===== src/hw/rtl/lsa_pkg.sv =====
`default_nettype none
package lsa_pkg;

    localparam logic [1:0] REQ_APPEND_A = 2'd0;
    localparam logic [1:0] REQ_APPEND_B = 2'd1;
    localparam logic [1:0] REQ_ALIGN    = 2'd2;

    localparam logic [1:0] PTR_DIAG = 2'd0;
    localparam logic [1:0] PTR_UP   = 2'd1;
    localparam logic [1:0] PTR_LEFT = 2'd2;
    localparam logic [1:0] PTR_ZERO = 2'd3;

    localparam logic [1:0] REG_MATCH    = 2'd0;
    localparam logic [1:0] REG_MISMATCH = 2'd1;
    localparam logic [1:0] REG_GAP      = 2'd2;

    localparam logic [3:0]        MATCH_RESET    = 4'd1;
    localparam logic signed [4:0] MISMATCH_RESET = -5'sd4;
    localparam logic signed [4:0] GAP_RESET      = -5'sd4;

    typedef struct packed {
        logic       clr;
        logic       shift;
        logic       load_b;
        logic       col_en;
        logic [7:0] b_sym;
    } t_cell_ctl;

endpackage
`default_nettype wire


===== src/hw/rtl/lsa_cell.sv =====
`default_nettype none
module lsa_cell
    import lsa_pkg::*;
#(
    parameter int SW = 12,
    parameter int RA = 7,
    parameter int AW = 6,
    parameter int DEPTH = 64
) (
    input  wire logic                 i_clk,
    input  wire logic                 i_rst_n,
    input  wire t_cell_ctl            i_ctl,
    input  wire logic [3:0]           i_match,
    input  wire logic signed [4:0]    i_mism,
    input  wire logic signed [4:0]    i_gap,
    input  wire logic                 i_vld,
    input  wire logic [7:0]           i_sym,
    input  wire logic [RA-1:0]        i_row,
    input  wire logic signed [SW-1:0] i_h,
    input  wire logic signed [SW-1:0] i_hdiag,
    output logic                      o_vld,
    output logic [7:0]                o_sym,
    output logic [RA-1:0]             o_row,
    output logic signed [SW-1:0]      o_h,
    output logic signed [SW-1:0]      o_hdiag,
    input  wire logic signed [SW-1:0] i_scan_bv,
    input  wire logic [RA-1:0]        i_scan_bi,
    output logic signed [SW-1:0]      o_bv,
    output logic [RA-1:0]             o_bi,
    input  wire logic [AW-1:0]        i_rd_addr,
    output logic [1:0]                o_ptr
);

    logic [7:0]           r_b_sym;
    logic signed [SW-1:0] r_h;
    logic signed [SW-1:0] r_bv;
    logic [RA-1:0]        r_bi;
    logic                 r_vld;
    logic [7:0]           r_sym;
    logic [RA-1:0]        r_row;
    logic signed [SW-1:0] r_hout;
    logic signed [SW-1:0] r_hdiag;
    logic [1:0]           r_ptr_q;
    logic [1:0]           r_mem [DEPTH];

    logic signed [SW-1:0] w_sim;
    logic signed [SW-1:0] w_up;
    logic signed [SW-1:0] w_left;
    logic signed [SW-1:0] w_v;
    logic [1:0]           w_p;
    logic [RA-1:0]        w_row_m1;

    always_comb begin
        w_sim = (i_sym == r_b_sym) ? SW'($signed({1'b0, i_match})) : SW'(i_mism);
        w_up = r_h + SW'(i_gap);
        w_left = i_h + SW'(i_gap);
        w_v = i_hdiag + w_sim;
        w_p = PTR_DIAG;
        if (w_up > w_v) begin
            w_v = w_up;
            w_p = PTR_UP;
        end
        if (w_left > w_v) begin
            w_v = w_left;
            w_p = PTR_LEFT;
        end
        if (w_v < 0) begin
            w_v = '0;
            w_p = PTR_ZERO;
        end
        w_row_m1 = i_row - RA'(1);
    end

    always_ff @(posedge i_clk) begin
        if (i_ctl.load_b) begin
            r_b_sym <= i_ctl.b_sym;
        end
        r_sym <= i_sym;
        r_row <= i_row;
        r_hout <= w_v;
        r_hdiag <= r_h;
        if (i_vld) begin
            r_mem[w_row_m1[AW-1:0]] <= w_p;
        end
        r_ptr_q <= r_mem[i_rd_addr];
    end

    always_ff @(posedge i_clk) begin
        if (!i_rst_n || i_ctl.clr) begin
            r_h <= '0;
            r_bv <= '0;
            r_bi <= '0;
            r_vld <= 1'b0;
        end else begin
            r_vld <= i_vld;
            if (i_vld) begin
                r_h <= w_v;
            end
            if (i_ctl.shift) begin
                r_bv <= i_scan_bv;
                r_bi <= i_scan_bi;
            end else if (i_vld && i_ctl.col_en && (w_v > r_bv)) begin
                r_bv <= w_v;
                r_bi <= i_row;
            end
        end
    end

    assign o_vld = r_vld;
    assign o_sym = r_sym;
    assign o_row = r_row;
    assign o_h = r_hout;
    assign o_hdiag = r_hdiag;
    assign o_bv = r_bv;
    assign o_bi = r_bi;
    assign o_ptr = r_ptr_q;

endmodule
`default_nettype wire


===== config.mk =====
export PLATFORM = sky130hd
export DESIGN_NAME = lsa_cell
export DESIGN_NICKNAME = d
export VERILOG_FILES = /design/src/hw/rtl/lsa_pkg.sv /design/src/hw/rtl/lsa_cell.sv
export SDC_FILE = /design/constraint.sdc
export NUM_CORES = 1
export LEC_CHECK = 0
export ABC_AREA = 1
export BUFFER_PORTS_ARGS = -buffer_cell sky130_fd_sc_hd__buf_4
export CORE_MARGIN = 4
export CORE_UTILIZATION = 62
export CTS_CLUSTER_SIZE = 16
export DETAILED_ROUTE_END_ITERATION = 12
export PLACE_DENSITY = 0.85
export RECOVER_POWER = 50
export SLEW_MARGIN = 20
export SYNTH_ARGS = -nofsm -noshare
export SYNTH_HDL_FRONTEND = slang
export SYNTH_SLANG_ARGS = --single-unit

===== constraint.sdc =====
create_clock -name i_clk -period 17.6 [get_ports i_clk]
set_clock_uncertainty 0.15 [all_clocks]
set_input_delay 3.52 -clock i_clk [delete_from_list [all_inputs] [get_ports i_clk]]
set_output_delay 3.52 -clock i_clk [all_outputs]
set_load 0.01 [all_outputs]

After elaboration in Yosys (flattened, before gate mapping)
Memories as Yosys holds them, arrays and structs flattened. A register that Yosys moved wholly into a read port is not among the register bits.
Cells that the tools add are included.
{"block": "op_classes", "addsub": 4, "multipliers": 0, "n_div": 0, "n_lt_le_gt_ge": 4, "n_eq_ne": 1, "shift": 0, "mux": 13, "n_bitwise": 0, "reduce_logical": 5}
{"operator": "2-to-1 mux 12 bit", "n": 6}
{"operator": "greater-than comparator 12 bit", "n": 3}
{"operator": "adder 12 x 5 -> 12 bit", "n": 2}
{"operator": "2-to-1 mux 7 bit", "n": 2}
{"operator": "adder 12 bit", "n": 1}
{"operator": "< comparator 12 x 1 -> 1 bit (second input constant)", "n": 1}
{"operator": "== test 8 bit", "n": 1}
{"operator": "subtractor 6 x 1 -> 6 bit (second input constant)", "n": 1}
{"operator": "2-to-1 mux 2 bit", "n": 2}
{"operator": "2-to-1 mux 1 bit", "n": 3}
{"operator": "logical AND 1 bit", "n": 2}
{"operator": "nonzero test 2 bit", "n": 1}
{"operator": "zero test 1 bit", "n": 1}
{"operator": "logical OR 1 bit", "n": 1}
{"block": "word_totals", "reg_bits": 79, "latchBits": 0, "mem_bits_rw": 128, "romBits": 0, "inputBits": 93, "output_inout_bits": 61, "n_memories": 1}
{"memory": "r_mem", "depth": 64, "word_bits": 2, "rd": 1, "rd_ports_with_merged_regs": 1, "write_ports": 1, "line_no": "lsa_cell.sv:44", "text": "logic [1:0] r_mem [DEPTH];"}

Depth between registers and ports, before layout
{"block": "depth", "word_depth": 13, "depth_mapped": 58}

Worst setup path before layout
Ideal clock, no wire load.
{"block": "synth_timing", "kind": "input -> register", "startpoint": "input i_sym[5]", "endpoint": "register r_bv[10] (netlist: o_bv[10])", "setup_time_ns": 0.070, "t_arrival_ns": 10.676, "path_slack_ns": 6.704, "cell_stages": 54, "path_buffers": 3, "path_cell_list": "inv_1 -> nand2_1 -> nand2_1 -> nand2_1 -> nor2_2 -> nand2_4 -> inv_1 -> nand2_1 -> nand2_1 -> ha_1 -> inv_1 -> fa_1 -> o21ai_0 -> nand3_2 -> o21bai_4 -> xnor2_1 -> inv_1 -> ha_1 -> (+18 left out) -> nand2_1 -> nand2_4 -> nand2_4 -> buf_6 -> nand2_1 -> inv_1 -> ha_1 -> nand2_1 -> o21ai_0 -> a221oi_1 -> o21a_1 -> o21a_1 -> o21ai_0 -> nand4_1 -> nor2_1 -> buf_2 -> nand3_1 -> a21oi_1"}
{"block": "synth_between", "elab_chain_len": 12, "word_cells_on_any_way": 14}
{"item": "start: declaration", "line_no": "lsa_cell.sv:17", "text": "input wire logic [7:0] i_sym,"}
{"item": "== test 8 bit (*)", "line_no": "lsa_cell.sv:54", "text": "w_sim = (i_sym == r_b_sym) ? SW'($signed({1'b0, i_match})) : SW'(i_mism);"}
{"item": "2-to-1 mux 12 bit (*)", "line_no": "lsa_cell.sv:54"}
{"item": "adder 12 bit (*)", "line_no": "lsa_cell.sv:57", "text": "w_v = i_hdiag + w_sim;"}
{"item": "greater-than comparator 12 bit", "line_no": "lsa_cell.sv:59", "text": "if (w_up > w_v) begin"}
{"item": "2-to-1 mux 12 bit (*)", "line_no": "lsa_cell.sv:59"}
{"item": "greater-than comparator 12 bit", "line_no": "lsa_cell.sv:63", "text": "if (w_left > w_v) begin"}
{"item": "2-to-1 mux 12 bit (*)", "line_no": "lsa_cell.sv:63"}
{"item": "< comparator 12 x 1 -> 1 bit", "line_no": "lsa_cell.sv:67", "text": "if (w_v < 0) begin"}
{"item": "2-to-1 mux 12 bit (*)", "line_no": "lsa_cell.sv:67"}
{"item": "via w_v[3]", "line_no": "lsa_cell.sv:49", "text": "logic signed [SW-1:0] w_v;"}
{"item": "greater-than comparator 12 bit (*)", "line_no": "lsa_cell.sv:102", "text": "end else if (i_vld && i_ctl.col_en && (w_v > r_bv)) begin"}
{"item": "logical AND 1 bit (*)", "line_no": "lsa_cell.sv:102"}
{"item": "nonzero test 2 bit (no line) (*)"}
{"item": "end signal: assignment", "line_no": "lsa_cell.sv:100", "text": "r_bv <= i_scan_bv;"}
{"item": "end signal: assignment", "line_no": "lsa_cell.sv:103", "text": "r_bv <= w_v;"}
{"item": "end: declaration", "line_no": "lsa_cell.sv:36", "text": "logic signed [SW-1:0] r_bv;"}
The timed path passes the listed nets; every way through them passes the cells marked *. The select of a mux whose other input is x is not followed.
A chain may end at the register's enable or synchronous reset.

Worst setup path in the final report
{"block": "layout_timing", "startpoint": "input i_sym[6]", "endpoint": "register r_bv[0] (netlist: o_bv[0])"}
Same word-level chain as after synthesis.

==> summary.md <==
| Metric | Value |
|---|---|
| Finished Cell Area | 12400 um2 |
| GRT Resource Usage Total | 27.4% |
| Cts hold-fix bufs | 0 |
| Total Wirelength | 27.4 mm |
| Number of hold violations in the final report | 0 |
| RSZ-0062 raised after global routing | false |
| Required time at the worst-slack endpoint | 17.82 ns |
| R2r worst-path depth | 51 |
| Most common library cells after synthesis | nor2_1 (177), nand2_1 (176), edfxtp_1 (136) |
| Skew-Pair Late Insertion Delay | 0.50 ns |
| Top Ports | 154 |
| Arrival time at the worst endpoint | 12.45 ns |
| Half-perimeter wire length of the detailed placement result | 19.3 mm |
| Total of flip-flops plus latches after synthesis | 206 |
| Number of port buffers | 151 |
| Worst-case setup margin in the final layout | 5.36 ns |
| Number of antenna violations at the first check in global routing | 0 |
| Number of core rows | 47 |
| Post-synth cell types | 52 |
| Cell family contributing the most delay on the critical path | simple AND/OR/NAND/NOR gates |
| Maximum VDD drop | 0.147 mV |
| Number of design-rule violations left by the first detailed-router iteration | 673 |
| Part of the power in combinational logic | 42.8% |
| End of the worst register-to-register path | o_bv[0]$_SDFFE_PP0P_ |
| Area contributors post-synth | edfxtp_1 (38%), dfxtp_1 (13%), ha_1 (7.2%), nor2_1 (6.2%), nand2_1 (6.1%) |
| Post-synth EDFFs | 136 |
| Number of global-route vias before repair | 9025 |
| Proportion of total power due to net switching | 40.1% |
| Actual transition at the worst max-transition pin | 1.01 ns |
| Final setup violation count | 0 |
| Global-route wire length before repair | 43.9 mm |
| Dominant cell type by count on the critical path | nand2_1 |
| Share of layout cells above drive strength 1 | 11.7% |
| Result of the run | completed |
| P&R area growth vs syn | 15.1% |
| CTS tree | yes |
| Post-detailed-route count of antenna-violating nets | 0 |
| Post-placement setup slack | 4.96 ns |
| Setup Buffers After CTS | 0 |
| Most instantiated library cell after synthesis | nor2_1 |
| Total number of H-tree levels | 1 |
| Post-Place Cell Area | 12000 um2 |
| Die width | 140 um |
| Final Max Slew Viols | 0 |
| DR WL/cell | 17.5 um |
| Ant diodes | 0 |
| Type of the setup path with the least slack | primary input to flop |
| Sequential share of the synthesized area | 50.8% |
| Reg-to-reg startpoint | r_b_sym[3]$_DFFE_PP_ |
| First drt pass iteration count | 5 |
| Switching power of the nets | 781 uW |
| Worst hold path class | flop to flop |
| NumNets Final | 1488 |
| Via/cell ratio | 5.70 |
| Worst setup path endpoint | o_bv[0]$_SDFFE_PP0P_ |
| CP Capture Type | flop |
| Vias after detailed routing | 8925 |
| Overall overflow remaining after global route | 0 |
| Cells after synthesis | 1193 |
| Worst hold path stage count | 0 |
| Area share of the largest cell type after synthesis | 37.8% |
| Area of the core | 16800 um2 |
| Effective utilization at floorplan | 64.2% |
| Critical path depth | 52 |
| Sequential fraction of design power | 35.4% |
| R2R Setup Slk | 8.09 ns |
| Sinks on Clock Net | 206 |
| Kind of start point of the critical path | primary input |
| Crit path launch | i_sym[6] |
| Post-Route Utilization | 73.9% |
| Proportion of synthesized flip-flops having asynchronous set or reset | 0% |
| Normalized max-slew margin | 32.8% |
| Final period util | 69.5% |
| Gp weighted congestion | 0.916 |
| Top cell type by total area after synthesis | edfxtp_1 |
| Mean area per synthesized cell | 9.05 um2 |
| Number of buffer and inverter stages on the critical path | 8 |
| Leak | 0.00524 uW |
| Slowest stage cell, crit path | nand2_4 |
| Portion of total power attributed to the clock network | 21.8% |
| Internal power component | 1170 uW |
| Total negative slack for setup checks | 0 ns |
| Full die area | 19600 um2 |
| Cts bufs inserted | 21 |
| Cell Pwr Density | 157 nW/um2 |
| Resized cells post-CTS | 0 |
| Total standard cell area after synthesis | 10800 um2 |
| Post-route DRC violation count | 0 |
| Most used flip-flop cell after synthesis | edfxtp_1 |
| Overall die height | 140 um |
| Clock edge transition at the registers on the reported setup and hold paths | 0.07 ns |
| Number of warnings reported in the yosys synthesis log | 0 |
| Cell at the root of the clock tree | clkbuf_16 |
| Pin count of the biggest net entering global routing | 66 |
| Biggest cell delay along the critical path | 0.66 ns |
| Count of maximum capacitance violations | 0 |
| Bufs on Longest Clock Path | 3 |
| Max FO, Critical Path | 65 |
| Final worst path period need | 12.24 ns |
| FMAX | 81.7 MHz |
-- power by group through the flow --
stage	registers [uW]	logic, uW	clock network [uW]
2_1_floorplan	704	596	0
3_3_place_gp	698	816	0
3_5_place_dp	698	836	0
4_1_cts	689	844	428
5_1_grt	692	940	449
6_report	689	834	425
-- kinds of logic (layout without fill, tap and decap cells) --
group | after synthesis | after routing | share of synthesized area, %
buffers and inverters | 183 | 334 | 6.71
other | 1 | 2 | 0.0347
AO/OA/AOI/OAI | 251 | 251 | 13.3
flip-flops | 206 | 206 | 50.8
AND/OR/NAND/NOR | 451 | 451 | 18.4
adder cells (fa/ha/maj) | 65 | 65 | 7.74
XOR/XNOR | 36 | 36 | 2.99
-- cells in the final DEF (no fill, tap or decap), drive strengths merged, types with 2 or more instances in the layout --
cell    instances
nand2         187
clkinv          6
o21a            4
xnor2           9
nor4            2
nand3          53
xor2           27
a21oi          54
inv           144
a21boi          2
a21o            4
dfxtp          70
ha             62
o22ai          34
a31oi           8
fa              3
nand4           8
buf            70
o21bai          9
o211ai          5
o21ai         116
o41ai           3
nor2          181
and2            8
clkbuf        114
o221ai          4
edfxtp        136
or2             5
conb            2
nor3            6
-- worst reg2reg max path: cells and delay by family (launching register included) --
family | cells | cell delay (ns)
xor gates and xnor gates | 3 | 0.51
AOI/OAI and AO/OA | 13 | 2.36
adders and majority gates | 5 | 1.48
buffers and inverters | 7 | 0.72
DFF | 1 | 0.39
and+or+nand+nor | 23 | 3.84
-- state kept, by name, summed over array words and instances, names as in the netlist --
name and count:
o_h 11, r_b_sym 8, o_row 7, o_sym 8
o_bv 12, o_ptr 2, o_hdiag 11, o_bi 7
r_h 11, o_vld 1, r_mem 128
-- layer usage --
metal  vias to the layer above  wire, um  track usage (%)
met4                         0       885             9.99
met3                        79      1860             4.29
li1                       4304         -                -
met5                         -         0                0
met2                       392     14300             50.1
met1                      4150     10300             32.7
-- stage by stage --
stage          total power, uW  instances  hold slack, ns
5_1_grt                   2080       1565           0.233
6_report                  1950       1565           0.232
2_1_floorplan             1300       1194           0.200
4_1_cts                   1960       1565           0.227
3_3_place_gp              1510       1527           0.211
3_5_place_dp              1530       1527           0.216
-- worst min-delay path by stage --
| stage | from | endpoint | slack (ns) |
|---|---|---|---|
| 2_1_floorplan | r_h[10]$_SDFFE_PP0P_ | o_hdiag[10]$_DFF_P_ | 0.20 |
| 4_1_cts | r_h[9]$_SDFFE_PP0P_ | o_hdiag[9]$_DFF_P_ | 0.23 |
| 6_report | r_h[8]$_SDFFE_PP0P_ | o_hdiag[8]$_DFF_P_ | 0.23 |
| 5_1_grt | r_h[8]$_SDFFE_PP0P_ | o_hdiag[8]$_DFF_P_ | 0.23 |
| 3_5_place_dp | r_h[8]$_SDFFE_PP0P_ | o_hdiag[8]$_DFF_P_ | 0.22 |
| 3_3_place_gp | r_h[9]$_SDFFE_PP0P_ | o_hdiag[9]$_DFF_P_ | 0.21 |
-- area by class of cell --
cell class | count | area, um2
fill | 1277 | 4400
inverter | 143 | 539
timing repair buffer | 153 | 871
clock buffer | 31 | 623
multi-input combinational | 805 | 4590
tap | 220 | 275
sequential | 206 | 5490
clock inverter | 7 | 42.5
Note: power is estimated with default switching activity, not from simulation.
